===== config.mk =====
export PLATFORM = sky130hd
export DESIGN_NAME = quad_batch_vertex_expander
export DESIGN_NICKNAME = d
export VERILOG_FILES = /design/src/sv/qbve_pkg.sv /design/src/sv/qbve_slot_table.sv /design/src/sv/quad_batch_vertex_expander.sv
export SDC_FILE = /design/constraint.sdc
export NUM_CORES = 1
export LEC_CHECK = 0
export ABC_AREA = 1
export BUFFER_PORTS_ARGS = -buffer_cell sky130_fd_sc_hd__buf_2
export CORE_UTILIZATION = 30
export CTS_BUF_LIST = sky130_fd_sc_hd__clkbuf_8
export DETAILED_ROUTE_END_ITERATION = 7
export SETUP_SLACK_MARGIN = 0.15
export SLEW_MARGIN = 30
export SYNTH_ARGS = -nofsm -noshare
export SYNTH_HDL_FRONTEND = slang
export SYNTH_HIERARCHICAL = 1
export SYNTH_SLANG_ARGS = --single-unit

===== constraint.sdc =====
create_clock -name clock -period 10.4 [get_ports clock]
set_clock_uncertainty 0.1 [all_clocks]
set_input_delay 1.56 -clock clock [delete_from_list [all_inputs] [get_ports clock]]
set_output_delay 1.56 -clock clock [all_outputs]
set_load 0.02 [all_outputs]

===== src/sv/qbve_pkg.sv =====
// Shared types, codes, beat layouts and the sequencer microcode ROM
// for the quad batch vertex expander. No dependencies.
package qbve_pkg;

   localparam int OP_W        = 2;
   localparam int STATUS_W    = 2;
   localparam int TEX_ID_W    = 32;
   localparam int TEX_SLOT_W  = 3;
   localparam int COORD_W     = 16;
   localparam int SIZE_W      = 15;
   localparam int UV_W        = 16;
   localparam int COLOR_W     = 24;
   localparam int MAXV_W      = 16;

   // request beat layout, lowest bit first
   localparam int REQ_POS_X   = 0;
   localparam int REQ_POS_Y   = REQ_POS_X + COORD_W;
   localparam int REQ_SIZE_X  = REQ_POS_Y + COORD_W;
   localparam int REQ_SIZE_Y  = REQ_SIZE_X + SIZE_W;
   localparam int REQ_U_MIN   = REQ_SIZE_Y + SIZE_W;
   localparam int REQ_V_MIN   = REQ_U_MIN + UV_W;
   localparam int REQ_U_MAX   = REQ_V_MIN + UV_W;
   localparam int REQ_V_MAX   = REQ_U_MAX + UV_W;
   localparam int REQ_COLOR   = REQ_V_MAX + UV_W;
   localparam int REQ_TEX_ID  = REQ_COLOR + COLOR_W;
   localparam int REQ_BITS    = REQ_TEX_ID + TEX_ID_W;
   localparam int REQ_TDATA_W = ((REQ_BITS + 7) / 8) * 8;

   // result beat layout, lowest bit first
   localparam int RSP_X       = 0;
   localparam int RSP_Y       = RSP_X + COORD_W;
   localparam int RSP_U       = RSP_Y + COORD_W;
   localparam int RSP_V       = RSP_U + UV_W;
   localparam int RSP_COLOR   = RSP_V + UV_W;
   localparam int RSP_SLOT    = RSP_COLOR + COLOR_W;
   localparam int RSP_BITS    = RSP_SLOT + TEX_SLOT_W;
   localparam int RSP_TDATA_W = ((RSP_BITS + 7) / 8) * 8;

   typedef enum logic [OP_W-1:0] {
      OP_TEXTURED = 2'd0,
      OP_COLOR    = 2'd1,
      OP_CLEAR    = 2'd2
   } op_type;

   typedef enum logic [STATUS_W-1:0] {
      STATUS_OK         = 2'd0,
      STATUS_VTX_OVF    = 2'd1,
      STATUS_SLOTS_FULL = 2'd2
   } status_type;

   typedef enum logic [2:0] {
      STEP_IDLE = 3'd0,
      STEP_V0   = 3'd1,
      STEP_V1   = 3'd2,
      STEP_V2   = 3'd3,
      STEP_V3   = 3'd4,
      STEP_V4   = 3'd5,
      STEP_V5   = 3'd6,
      STEP_ERR  = 3'd7
   } step_type;

   typedef enum logic [1:0] {
      SEQ_NEXT,
      SEQ_HOME,
      SEQ_DISPATCH
   } seq_type;

   typedef struct packed {
      logic    take;
      logic    emit;
      logic    err;
      logic    x_hi;
      logic    y_hi;
      logic    last;
      seq_type seq;
   } ucode_type;

   typedef struct packed {
      logic clear;
      logic append;
   } tbl_cmd_type;

   typedef struct packed {
      logic hit;
      logic full;
   } tbl_rslt_type;

   // microcode ROM: corner order lo/lo, hi/lo, hi/hi, hi/hi, lo/hi, lo/lo
   function automatic ucode_type ucode(step_type step);
      ucode_type w;
      w = '{take: 1'b0, emit: 1'b1, err: 1'b0, x_hi: 1'b0, y_hi: 1'b0,
            last: 1'b0, seq: SEQ_NEXT};
      unique case (step)
         STEP_IDLE: begin
            w.take = 1'b1;
            w.emit = 1'b0;
            w.seq  = SEQ_DISPATCH;
         end
         STEP_V0: ;
         STEP_V1: w.x_hi = 1'b1;
         STEP_V2: begin
            w.x_hi = 1'b1;
            w.y_hi = 1'b1;
         end
         STEP_V3: begin
            w.x_hi = 1'b1;
            w.y_hi = 1'b1;
         end
         STEP_V4: w.y_hi = 1'b1;
         STEP_V5: begin
            w.last = 1'b1;
            w.seq  = SEQ_HOME;
         end
         STEP_ERR: begin
            w.err  = 1'b1;
            w.last = 1'b1;
            w.seq  = SEQ_HOME;
         end
         default: w.seq = SEQ_HOME;
      endcase
      return w;
   endfunction

endpackage


===== src/sv/qbve_slot_table.sv =====
// Texture slot table: parallel handle lookup, append and clear.
// Depends on qbve_pkg.
module qbve_slot_table #(
   parameter int TEXTURE_SLOTS = 8,
   parameter int SLOT_W        = 3
) (
   input  logic                           clock,
   input  logic                           reset,
   input  logic [qbve_pkg::TEX_ID_W-1:0]  lookup_id,
   input  qbve_pkg::tbl_cmd_type          cmd,
   output qbve_pkg::tbl_rslt_type         rslt,
   output logic [SLOT_W-1:0]              slot
);
   import qbve_pkg::*;

   localparam int CNT_W = $clog2(TEXTURE_SLOTS + 1);

   logic [TEX_ID_W-1:0] table_ff [TEXTURE_SLOTS];
   logic [CNT_W-1:0]    used_ff;
   logic [CNT_W-1:0]    used_in;
   logic                hit;
   logic [SLOT_W-1:0]   hit_slot;

   always_comb begin
      hit      = 1'b0;
      hit_slot = '0;
      for (int i = 0; i < TEXTURE_SLOTS; i++) begin
         if (!hit && (CNT_W'(i) < used_ff) && (table_ff[i] == lookup_id)) begin
            hit      = 1'b1;
            hit_slot = SLOT_W'(i);
         end
      end
   end

   assign rslt.hit  = hit;
   assign rslt.full = (used_ff == CNT_W'(TEXTURE_SLOTS));
   assign slot      = hit ? hit_slot : SLOT_W'(used_ff);

   always_comb begin
      used_in = used_ff;
      priority if (cmd.clear) begin
         used_in = '0;
      end else if (cmd.append) begin
         used_in = used_ff + CNT_W'(1);
      end else begin
         used_in = used_ff;
      end
   end

   always_ff @(posedge clock) begin
      if (reset) begin
         used_ff <= '0;
      end else begin
         used_ff <= used_in;
      end
   end

   always_ff @(posedge clock) begin
      if (cmd.append && !cmd.clear) begin
         table_ff[SLOT_W'(used_ff)] <= lookup_id;
      end
   end

endmodule


===== src/sv/quad_batch_vertex_expander.sv =====
// Quad to six-vertex expander, top level: microcode sequencer, vertex datapath,
// output register. Depends on qbve_pkg and qbve_slot_table.
//
//   channel | dir | beat content
//   req_    | in  | quad fields in tdata, operation in tuser
//   rsp_    | out | vertex fields in tdata, last in tlast, status in tuser
//   csr_    | in  | max_vertices write
//
// A drawn quad has an accept step, then six vertex steps, one beat each through
// the single output register; a rejected quad, the accept and an error step; a
// clear, the accept step only. Reset clears step counter, slot count, vertex
// count and output valid, not slot table contents. A stalled beat holds the step.
module quad_batch_vertex_expander #(
   parameter int TEXTURE_SLOTS = 8
) (
   input  logic                              clock,
   input  logic                              reset,
   input  logic                              req_tvalid,
   output logic                              req_tready,
   // pos_x, pos_y, size_x, size_y, u_min, v_min, u_max, v_max, color_rgb, texture_id
   input  logic [qbve_pkg::REQ_TDATA_W-1:0]  req_tdata,
   // operation
   input  logic [qbve_pkg::OP_W-1:0]         req_tuser,
   output logic                              rsp_tvalid,
   input  logic                              rsp_tready,
   // vert_x, vert_y, tex_u, tex_v, vert_color, tex_slot
   output logic [qbve_pkg::RSP_TDATA_W-1:0]  rsp_tdata,
   output logic                              rsp_tlast,
   // status
   output logic [qbve_pkg::STATUS_W-1:0]     rsp_tuser,
   input  logic                              csr_valid,
   output logic                              csr_ready,
   input  logic [qbve_pkg::MAXV_W-1:0]       csr_wdata
);
   import qbve_pkg::*;

   localparam int SLOT_W = (TEXTURE_SLOTS > 1) ? $clog2(TEXTURE_SLOTS) : 1;

   step_type            step_ff, step_in;
   ucode_type           word;
   logic                accept;
   logic                out_free;

   logic [MAXV_W-1:0]   max_vertices_ff;
   logic [MAXV_W-1:0]   vertex_count_ff, vertex_count_in;

   logic [COORD_W-1:0]  x0_ff, y0_ff, x1_ff, y1_ff;
   logic [UV_W-1:0]     u0_ff, v0_ff, u1_ff, v1_ff;
   logic [COLOR_W-1:0]  color_ff;
   logic [TEX_SLOT_W-1:0] slot_ff;
   status_type          status_ff;

   logic [COORD_W-1:0]  in_x, in_y;
   logic [SIZE_W-1:0]   in_sx, in_sy;
   logic [TEX_ID_W-1:0] in_tex;
   logic [COORD_W:0]    sum_x, sum_y;
   logic [COORD_W-1:0]  sat_x, sat_y;
   logic                textured;
   logic                vtx_ovf;
   step_type            dispatch;
   status_type          status_in;
   logic                drawn;
   tbl_cmd_type         tbl_cmd;
   tbl_rslt_type        tbl_rslt;
   logic [SLOT_W-1:0]   tbl_slot;
   logic [31:0]         slot_wide;

   logic                rsp_tvalid_ff;
   logic [RSP_TDATA_W-1:0] rsp_tdata_ff, rsp_tdata_in;
   logic                rsp_tlast_ff, rsp_tlast_in;
   logic [STATUS_W-1:0] rsp_tuser_ff, rsp_tuser_in;

   assign word       = ucode(step_ff);
   assign req_tready = word.take;
   assign accept     = req_tvalid && req_tready;
   assign out_free   = !rsp_tvalid_ff || rsp_tready;
   assign csr_ready  = 1'b1;

   assign in_x   = req_tdata[REQ_POS_X +: COORD_W];
   assign in_y   = req_tdata[REQ_POS_Y +: COORD_W];
   assign in_sx  = req_tdata[REQ_SIZE_X +: SIZE_W];
   assign in_sy  = req_tdata[REQ_SIZE_Y +: SIZE_W];
   assign in_tex = req_tdata[REQ_TEX_ID +: TEX_ID_W];

   // saturating corner sums; origin is never below -32768 so only the top clips
   assign sum_x = {in_x[COORD_W-1], in_x} + {2'b00, in_sx};
   assign sum_y = {in_y[COORD_W-1], in_y} + {2'b00, in_sy};
   assign sat_x = (!sum_x[COORD_W] && sum_x[COORD_W-1]) ? 16'h7FFF : sum_x[COORD_W-1:0];
   assign sat_y = (!sum_y[COORD_W] && sum_y[COORD_W-1]) ? 16'h7FFF : sum_y[COORD_W-1:0];

   assign vtx_ovf  = ({1'b0, vertex_count_ff} + 17'd6) > {1'b0, max_vertices_ff};
   assign textured = (req_tuser == OP_TEXTURED);

   always_comb begin
      dispatch  = STEP_IDLE;
      status_in = STATUS_OK;
      drawn     = 1'b0;
      tbl_cmd   = '0;
      unique case (req_tuser)
         OP_TEXTURED, OP_COLOR: begin
            priority if (vtx_ovf) begin
               dispatch  = STEP_ERR;
               status_in = STATUS_VTX_OVF;
            end else if (textured && !tbl_rslt.hit && tbl_rslt.full) begin
               dispatch  = STEP_ERR;
               status_in = STATUS_SLOTS_FULL;
            end else begin
               dispatch       = STEP_V0;
               drawn          = 1'b1;
               tbl_cmd.append = accept && textured && !tbl_rslt.hit;
            end
         end
         OP_CLEAR: tbl_cmd.clear = accept;
         default: ;
      endcase
   end

   qbve_slot_table #(
      .TEXTURE_SLOTS (TEXTURE_SLOTS),
      .SLOT_W        (SLOT_W)
   ) u_slot_table (
      .clock     (clock),
      .reset     (reset),
      .lookup_id (in_tex),
      .cmd       (tbl_cmd),
      .rslt      (tbl_rslt),
      .slot      (tbl_slot)
   );

   assign slot_wide = 32'(tbl_slot);

   always_comb begin
      vertex_count_in = vertex_count_ff;
      if (accept) begin
         priority if (tbl_cmd.clear) begin
            vertex_count_in = '0;
         end else if (drawn) begin
            vertex_count_in = vertex_count_ff + MAXV_W'(6);
         end else begin
            vertex_count_in = vertex_count_ff;
         end
      end
   end

   always_comb begin
      step_in = step_ff;
      unique case (word.seq)
         SEQ_DISPATCH: if (accept) step_in = dispatch;
         SEQ_NEXT:     if (out_free) step_in = step_type'(step_ff + 3'd1);
         SEQ_HOME:     if (out_free) step_in = STEP_IDLE;
         default:      step_in = STEP_IDLE;
      endcase
   end

   always_ff @(posedge clock) begin
      if (reset) begin
         step_ff         <= STEP_IDLE;
         vertex_count_ff <= '0;
         max_vertices_ff <= 16'hFFFF;
      end else begin
         step_ff         <= step_in;
         vertex_count_ff <= vertex_count_in;
         if (csr_valid && csr_ready) begin
            max_vertices_ff <= csr_wdata;
         end
      end
   end

   // quad latch
   always_ff @(posedge clock) begin
      if (accept) begin
         x0_ff     <= in_x;
         y0_ff     <= in_y;
         x1_ff     <= sat_x;
         y1_ff     <= sat_y;
         color_ff  <= req_tdata[REQ_COLOR +: COLOR_W];
         status_ff <= status_in;
         if (textured) begin
            u0_ff   <= req_tdata[REQ_U_MIN +: UV_W];
            v0_ff   <= req_tdata[REQ_V_MIN +: UV_W];
            u1_ff   <= req_tdata[REQ_U_MAX +: UV_W];
            v1_ff   <= req_tdata[REQ_V_MAX +: UV_W];
            slot_ff <= slot_wide[TEX_SLOT_W-1:0];
         end else begin
            u0_ff   <= '0;
            v0_ff   <= '0;
            u1_ff   <= '0;
            v1_ff   <= '0;
            slot_ff <= '0;
         end
      end
   end

   always_comb begin
      rsp_tdata_in = '0;
      rsp_tlast_in = word.last;
      rsp_tuser_in = STATUS_OK;
      if (word.err) begin
         rsp_tuser_in = status_ff;
      end else begin
         rsp_tdata_in[RSP_X +: COORD_W]      = word.x_hi ? x1_ff : x0_ff;
         rsp_tdata_in[RSP_Y +: COORD_W]      = word.y_hi ? y1_ff : y0_ff;
         rsp_tdata_in[RSP_U +: UV_W]         = word.x_hi ? u1_ff : u0_ff;
         rsp_tdata_in[RSP_V +: UV_W]         = word.y_hi ? v1_ff : v0_ff;
         rsp_tdata_in[RSP_COLOR +: COLOR_W]  = color_ff;
         rsp_tdata_in[RSP_SLOT +: TEX_SLOT_W] = slot_ff;
      end
   end

   always_ff @(posedge clock) begin
      if (reset) begin
         rsp_tvalid_ff <= 1'b0;
      end else if (word.emit && out_free) begin
         rsp_tvalid_ff <= 1'b1;
      end else if (rsp_tready) begin
         rsp_tvalid_ff <= 1'b0;
      end
   end

   always_ff @(posedge clock) begin
      if (word.emit && out_free) begin
         rsp_tdata_ff <= rsp_tdata_in;
         rsp_tlast_ff <= rsp_tlast_in;
         rsp_tuser_ff <= rsp_tuser_in;
      end
   end

   assign rsp_tvalid = rsp_tvalid_ff;
   assign rsp_tdata  = rsp_tdata_ff;
   assign rsp_tlast  = rsp_tlast_ff;
   assign rsp_tuser  = rsp_tuser_ff;

endmodule


Yosys cells after proc, flatten, opt, wreduce, memory -nomap -nowiden
Memories as Yosys holds them, arrays and structs flattened.
Cells that the tools add are included.
- $add $sub $neg: 6
- order comparisons: 9
- eq/ne operators: 22
- multiplexer cells: 48
- bitwise gates (word level): 1
- reduce and logical (&&, ||, !) cells: 50
- operators by type and width (operator ; number):
    32-bit == test ; 8
    16-bit 2-to-1 mux ; 6
    16-bit by 16-bit adder with 17-bit output ; 2
    3-bit 2-to-1 mux ; 11
    1-bit 2-to-1 mux ; 25
    1-bit logical AND ; 24
    16-bit by 3-bit adder with 17-bit output (second input constant) ; 1
    17-bit by 16-bit greater-than comparator with 1-bit output ; 1
    16-bit by 3-bit adder with 16-bit output (second input constant) ; 1
    3-bit by 4-bit less-than comparator with 1-bit output (first input constant) ; 4
    3-bit == test (second input constant) ; 4
    1-bit logical NOT ; 12
    3-bit one-hot mux with 3 select lines ; 1
    1-bit by 4-bit less-than comparator with 1-bit output (first input constant) ; 2
    2-bit by 4-bit less-than comparator with 1-bit output (first input constant) ; 2
    2-bit 2-to-1 mux ; 4
    2-bit OR reduction ; 4
    3-bit by 2-bit == test with 1-bit output (second input constant) ; 2
    2-bit inequality test (second input constant) ; 3
    3-bit OR reduction ; 2
    4-bit by 1-bit adder with 4-bit output (second input constant) ; 1
    2-bit by 1-bit == test with 1-bit output (second input constant) ; 2
    2-bit == test (second input constant) ; 2
    4-bit == test (second input constant) ; 1
    other kinds (9) ; 11
- flip-flop bits (word level): 291
- memory bits (writable): 256
- bits of input ports: 207
- output and inout port bits: 102
- logic and storage cells: 157
- memories kept: 1
- memories (memory ; words ; width ; read ports ; clocked after Yosys merged registers in ; write ports ; line ; text):
    u_slot_table.table_ff ; 8 ; 32 ; 8 ; 0 ; 1 ; qbve_slot_table.sv:18 ; logic [TEX_ID_W-1:0] table_ff [TEXTURE_SLOTS];

Logic depth before layout (Yosys ltp)
Gate-level depths: netlist of the first run.
An unclocked memory read counts as a cell.
- depth after elaboration: 41
- mapped depth: 25

Cells and area by module
The synthesis of the first run kept the hierarchy.
- modules (own cells, without submodules) (module ; times used ; cells an instance ; area each (µm²) ; seq. area each (µm²)):
    quad_batch_vertex_expander ; 1 ; 1240 ; 13022.5 ; 8237.9
    qbve_slot_table ; 1 ; 1135 ; 12213.0 ; 7767.4

Least setup slack after synthesis of the first run
Ideal clock, no wire load.
- path kind: input -> register
- from: input port req_tdata[165] (netlist name)
- to: memory u_slot_table.table_ff[1][0], enable pin
- library setup time: 421 ps
- data arrival time: 5149 ps
- slack: 4730 ps
- stages on the path: 20
- buffers on the path: 4
- cell sequence: buf_4 > inv_2 > buf_6 > nand2_1 > o21ai_1 > nor3_1 > nand2_1 > nor2_1 > nand3_2 > nand4_2 > buf_4 > inv_1 > nand3_1 > nand3_4 > buf_2 > nor3_1 > inv_1 > nor2_1 > nand2_1 > nor2_1
- RTL lines (what ; line ; text):
    start: declaration ; quad_batch_vertex_expander.sv:21 ; input logic [qbve_pkg::REQ_TDATA_W-1:0] req_tdata,
    end: declaration ; qbve_slot_table.sv:18 ;

==> results.toml, run 1 <==
[floorplanning]
die_x_um = 292
num_rows = 105
fp.dieH_um = 292
start_util_pct = 30.5
ios = 309
dieArea_mm2 = 0.0853
core_mm2 = 0.0826

[critical_path]
worstSetupPathType = "input pin to flip-flop"
worst-path-buf-inv = 5
cp.arrival_ns = 6.04
critical_path.cell_chain = "buf_2 -> inv_2 -> nand2_1 -> nand2_1 -> nand2_1 -> nor2_1 -> nand2_1 -> nor2_1 -> nand4_1 -> nand2_1 -> nor2_4 -> nand4_2 -> inv_1 -> nand3_1 -> nand3_4 -> nor3_1 -> inv_1 -> nor2_1 -> nand2_1 -> nor2_4 -> buf_16"
cp_slowest_cell = "nor3_1"
path_delay_family = "simple AND/OR/NAND/NOR gates"
cp_max_fo = 18
cpMostUsedCell = "nand2_1"
worst_setup_path_start_kind = "input pin"
required_ns = 10.69
critPathCaptureType = "flip-flop"
max_stage_delay_ns = 0.62

[routing]
via_per_inst = 4.42
drtIter0Drc = 1053
routedWlPerCell_um = 16.4
drc = 0
dr.pass1.iters = 5
wl_mm = 63.4
ant_nets = 0
vias = 17100

[global_routing]
grt_pass1_wl_mm = 95.9
grt_antenna_before_repair = 12
grt_start_max_net_pins = 84
grt_use_total_pct = 14.7
grt_pass1_vias = 16500
overflow = 0

[clock_tree]
cts_buffer_depth = 3
clk_pin_slew_ns = 0.06
cts_made_buffers = 95
insertion_delay_ns = 0.73
ctsHoldBuffers = 0
cts_max_level = 3
ctsResizeCount = 0
post_cts_buffers = 0
tritoncts = "yes"
cts_sinks = 546
cts_root_buf = "clkbuf_8"

[final_layout]
drive_gt1_share_pct = 18.6
fillCellCount = 8249
layout.nets = 2974
layout-area-overhead-vs-synth_pct = 18.3
stdcell_area_mm2 = 0.0299

[power_and_ir_drop]
clockPowerShare_pct = 33.4
combPwrFrac_pct = 16.8
p_sw_share_pct = 29.4
ir_drop_mv = 0.114
power_leakage_nw = 12.4
intPower_mw = 4.06
seq_power_share_pct = 49.8
switchingPower_mw = 1.69
power_density_mw_per_mm2 = 193

[logic_synthesis]
synth_seq_area_share_pct = 63.4
yosys_most_used_dff = "edfxtp_1"
synthDistinctLibCells = 56
postSynthAreaPerCell_um2 = 10.6
yosys.area.top_type_share_pct = 60.3
yosysWarnings = 6
synth-edff-count = 507
netlist_top_cells_area = "edfxtp_1 (60%), nand2_1 (7.1%), inv_1 (4.4%)"
synthArstFlopShare_pct = 0
yosys.area.top_type = "edfxtp_1"
synthesis.area_mm2 = 0.0252
synth_seq_cells = 546
postSynthCellCount = 2375

[sta]
period_minus_slack_ns = 5.76
rsz0062_at_grt = "false"
slew_headroom_pct = 31.1
final_hold_viol_count = 0
finalSetupViolCount = 0
tightest_slew_ns = 1.03
fmax_mhz = 174
setup_tns_ns = 0
drv_slew = 0
finalCritPeriodShare_pct = 55.4

[place]
port_buffers = 300
place_area_mm2 = 0.0279
post-dp-hpwl_mm = 42.7
place.gp.congestion = 0.853

[flow_run]
drv_cap = 0

[min_path]
hold_class = "flip-flop to flip-flop"

[run_status]
run_status = "finished clean"
==> final timing paths <==
| kind | start | end | slack (ns) | depth (start not counted) |
|---|---|---|---|---|
| min reg2reg | max_vertices_ff[8] | max_vertices_ff[8] | 0.37 | 2 |
| max reg2reg | vertex_count_ff[1] | u_slot_table/table_ff[0][27] | 5.02 | 23 |
| min | max_vertices_ff[8] | max_vertices_ff[8] | 0.37 | 2 |
| max | req_tdata[151] | u_slot_table/table_ff[0][27] | 4.64 | 21 |
==> layout by cell type (no fill, tap or decap), drive strengths merged, types with 54 or more instances in the layout <==
| master | count |
|---|---|
| xnor2 | 87 |
| ha | 54 |
| a21oi | 141 |
| xor2 | 83 |
| o21ai | 113 |
| nand3 | 84 |
| inv | 361 |
| clkbuf | 96 |
| edfxtp | 507 |
| nand2 | 489 |
| buf | 318 |
| nor2 | 271 |
==> synth_stat cells (4+ instances only) <==
library cell and number:
edfxtp_1 507, nand2_1 475, inv_1 294, nor2_1 265
a21oi_1 134, o21ai_0 92, xnor2_1 87, xor2_1 82
nand3_1 79, ha_1 54, dfxtp_1 39, clkbuf_1 36
buf_4 33, nor3_1 28, inv_2 23, nand4_1 22
o21ai_1 19, nand2_2 14, a21oi_2 7, a21o_1 6
buf_2 6, inv_4 6, buf_6 5, nor2_2 5
or2_1 4
==> area by class of cell <==
type,instances,area [µm²],share of cell area (%)
Tap cell,1070,1340,4.48
Multi-Input combinational cell,1425,7590,25.4
Clock inverter,81,526,1.76
Clock buffer,96,1320,4.43
Timing Repair Buffer,318,1810,6.06
Inverter,325,1240,4.17
Sequential cell,546,16000,53.6
Antenna cell,9,22.5,0.0754
==> power groups by stage <==
stage	clock network [mW]	logic [mW]	registers, mW
finish	1.92	0.967	2.86
global placement	0	0.972	2.91
CTS	1.98	0.986	2.87
global route	2.07	1.07	2.89
floorplan	0	0.453	3.11
detailed placement	0	0.984	2.91
==> flip-flops by register name, indices dropped and copies added, names as in the netlist <==
| signal | flops |
|---|---|
| rsp_tlast | 1 |
| vertex_count_ff | 15 |
| rsp_tvalid | 1 |
| v1_ff | 16 |
| y1_ff | 16 |
| x1_ff | 16 |
| slot_ff | 3 |
| rsp_tdata | 91 |
| u_slot_table/used_ff | 4 |
| v0_ff | 16 |
| y0_ff | 16 |
| u1_ff | 16 |
| rsp_tuser | 2 |
| u0_ff | 16 |
| max_vertices_ff | 16 |
| u_slot_table/table_ff | 256 |
| color_ff | 24 |
| status_ff | 2 |
| x0_ff | 16 |
| step_ff | 3 |
==> kinds of logic after synthesis <==
kind of cell             Yosys count  synth area share [%]
flip-flops                       546                  63.4
AND/OR/NAND/NOR                  916                  15.1
buffers and inverters            408                  6.85
other                              2                0.0298
XOR/XNOR                         170                  5.93
AO/OA/AOI/OAI                    277                  5.85
adder cells (fa/ha/maj)           56                  2.84
==> metrics by stage <==
stage                     setup slack, ns  std cells  total power [mW]  util, %  hold slack (ns)
after floorplan                      4.73       2379              3.56        -            0.342
after global placement               3.72       3675              3.88     33.6            0.359
after detailed placement             3.76       3680              3.90     33.7            0.367
after CTS                            4.58       3857              5.83     36.0            0.375
after global routing                 4.36       3868              6.03     36.1            0.396
final                                4.64       3870              5.75     36.1            0.373
==> metal layers <==
metal / part of all wire, % / wire (µm) / GRT usage, % / vias to the layer above
met3: 5.6 / 3580 / 3.23 / 122
met5: 0.093 / 59 / 0 / -
met1: 43 / 27200 / 18.5 / 7996
li1: - / - / - / 8542
met4: 3.1 / 1960 / 6.07 / 8
met2: 48 / 30500 / 24.4 / 453
==> worst min-delay path, stage by stage (launching register included) <==
cell	delay, ns
dfxtp_1	0.29
inv_1	0.06
o21ai_0	0.06
No activity file was read; power rests on OpenSTA's default activity.
==> run 2, diff against run 1 <==
==> constraint.sdc (replaced) <==
create_clock -name clock -period 4.7 [get_ports clock]
set_clock_uncertainty 0.1 [all_clocks]
set_input_delay 0.705 -clock clock [delete_from_list [all_inputs] [get_ports clock]]
set_output_delay 0.705 -clock clock [all_outputs]
set_load 0.02 [all_outputs]
==> run 2 against run 1 <==
Against the previous run:
- first-iteration DRC count grew 0.38%
- die area unchanged
- count of clock-buffer cells in the layout stayed put
- largest cell class unchanged
- sequential share of layout area down 0.67 points
- final cell count is 1.2% higher
- non-clock buffer count rose by 45
- worst setup slack worse by 4.0 ns
- largest power group unchanged
- hold slack got worse by 0.29 ns
- global-route usage increased by 0.28 points
- combinational power grew 130%
- utilization is 0.46 points higher
- via count increased by 1.5%
==> results.toml, run 2 (synthesized netlist as in run 1, its figures left out) <==
[place]
place.gp.congestion = 0.845
dp_slack_ns = 0.194
port_buffers = 300
post-dp-hpwl_mm = 45.0

[critical_path]
cp_slowest_cell = "dfxtp_1"
path_delay_family = "simple AND/OR/NAND/NOR gates"
max_stage_delay_ns = 0.33
worstSetupPathType = "flip-flop to flip-flop"
required_ns = 4.97
worst-path-buf-inv = 4
critPathCaptureType = "flip-flop"
worst_setup_path_start_kind = "flip-flop"
critical_path.cell_chain = "inv_1 -> ha_1 -> nor2_1 -> nand4_1 -> nor2_2 -> nand2_1 -> nor2_1 -> xor2_1 -> inv_1 -> ha_1 -> nand2_1 -> nor3_1 -> nand2_1 -> nor2_1 -> o21ai_1 -> nand2_2 -> nand3_4 -> nor3_2 -> inv_2 -> nor2_4 -> nand2_4 -> nor2_4 -> buf_12"
cp.arrival_ns = 4.37
cp_max_fo = 16

[sta]
finalSetupViolCount = 0
tightest_slew_ns = 1.00
slew_headroom_pct = 32.8
setup_tns_ns = 0
finalCritPeriodShare_pct = 87.1
final.setup.worst_slack_ns = 0.604
final_hold_viol_count = 0
drv_slew = 0
rsz0062_at_grt = "false"
fmax_mhz = 244
period_minus_slack_ns = 4.10

[routing]
drtIter0Drc = 1057
vias = 17400
ant_nets = 0
via_per_inst = 4.44
drc = 0
dr.pass1.iters = 5
wl_mm = 64.8
routedWlPerCell_um = 16.6

[clock_tree]
cts_root_buf = "clkbuf_8"
cts_buffer_depth = 3
cts_made_buffers = 96
clk_pin_slew_ns = 0.06
cts_sinks = 546
cts_max_level = 3
tritoncts = "yes"
insertion_delay_ns = 0.72

[floorplanning]
fp.dieH_um = 292
core_mm2 = 0.0826
ios = 309
dieArea_mm2 = 0.0853
die_x_um = 292
num_rows = 105
start_util_pct = 30.5

[global_routing]
grt_use_total_pct = 15.0
overflow = 0
grt_start_max_net_pins = 74
grt_pass1_wl_mm = 98.1
grt_antenna_before_repair = 10
grt_pass1_vias = 17000

[power_and_ir_drop]
power_density_mw_per_mm2 = 425
ir_drop_mv = 0.209
power_leakage_nw = 12.6

[run_status]
run_status = "finished clean"

[final_layout]
regArea_mm2 = 0.0160
final_common_cell = "edfxtp_1"
largest_reg_flops = 256
regMostFlops = "u_slot_table/table_ff"
layout-area-overhead-vs-synth_pct = 19.8
drive_gt1_share_pct = 20.3
layout.nets = 3020
multiInputGateArea_mm2 = 0.00763
layout_common_cells = "edfxtp_1 (507), nand2_1 (473), inv_1 (313), buf_2 (300), nor2_1 (255)"
fillCellCount = 8145

[min_path]
hold_class = "input pin to flip-flop"

[flow_run]
drv_cap = 0
run 2: cell count changes in the layout (fill, tap and decap cells not counted), moves of 3 or more:
cell           delta
clkinv_2          +9
inv_1            -12
clkinvlp_4        +4
buf_4            +41
dlygate4sd3_1     +3
buf_16            -8
buf_12            +9
run 2: metal layers:
layer / track usage [%] / up-vias / part of all wire, %
li1: - / 8629 / -
met4: 6.03 / 4 / 3.0
met3: 3.10 / 118 / 5.9
met2: 24.9 / 528 / 48
met5: 0 / - / 0.042
met1: 19.0 / 8093 / 43
run 2: metrics by stage:
step | hold slack [ns] | cell area (µm²) | std cells | power [mW] | util (%)
floorplan | 0.342 | 25300 | 2379 | 7.86 | -
global placement | 0.361 | 28200 | 3721 | 8.63 | 34.1
detailed placement | 0.364 | 28200 | 3721 | 8.67 | 34.1
CTS | 0.000104 | 30100 | 3902 | 13.0 | 36.4
global route | 0.0301 | 30200 | 3915 | 13.5 | 36.6
finish | 0.0871 | 30200 | 3916 | 12.8 | 36.6
run 2: worst paths after layout:
kind / start / endpoint / slack (ns) / cells after the start
setup / recovery: vertex_count_ff[1] / u_slot_table/table_ff[7][30] / 0.60 / 23
hold / removal: req_tdata[16] / y0_ff[0] / 0.09 / 1
setup reg to reg: vertex_count_ff[1] / u_slot_table/table_ff[7][30] / 0.60 / 23
hold reg to reg: max_vertices_ff[12] / max_vertices_ff[12] / 0.37 / 2
run 2: cell type report:
class                   instances  area share (%)
clock buffers                  96            4.37
inverters                     325            4.11
multi-input cells            1425            25.2
flip-flops and latches        546            52.9
well taps                    1070            4.43
diodes                          9          0.0745
repair buffers                363            7.04
clock inverters                82            1.80
run 2: repair_timing:
action,CTS,global route
setup buffers,0,3
hold buffers,3,0
endpoints found under the setup margin,0,256
gates resized for setup,0,9
hold endpoints to repair,3,0
run 2: worst register-to-register path, cell delays in order (launching register included):
cell,delay (ns)
dfxtp_1,0.33
inv_1,0.08
ha_1,0.23
nor2_1,0.15
nand4_1,0.17
nor2_2,0.20
nand2_1,0.10
nor2_1,0.12
xor2_1,0.21
inv_1,0.07
ha_1,0.27
nand2_1,0.06
nor3_1,0.14
nand2_1,0.07
nor2_1,0.11
o21ai_1,0.11
nand2_2,0.13
nand3_4,0.11
nor3_2,0.19
inv_2,0.11
nor2_4,0.15
nand2_4,0.12
nor2_4,0.24
buf_12,0.21
run 2: report_power, final:
group | total, mW | switching, mW | internal [mW] | leakage [nW]
Clock | 4.32 | 2.05 | 2.26 | 1.02
Combinational | 2.18 | 1.55 | 0.637 | 6.59
Sequential | 6.34 | 0.160 | 6.18 | 5.03
Total | 12.8 | 3.76 | 9.08 | 12.6
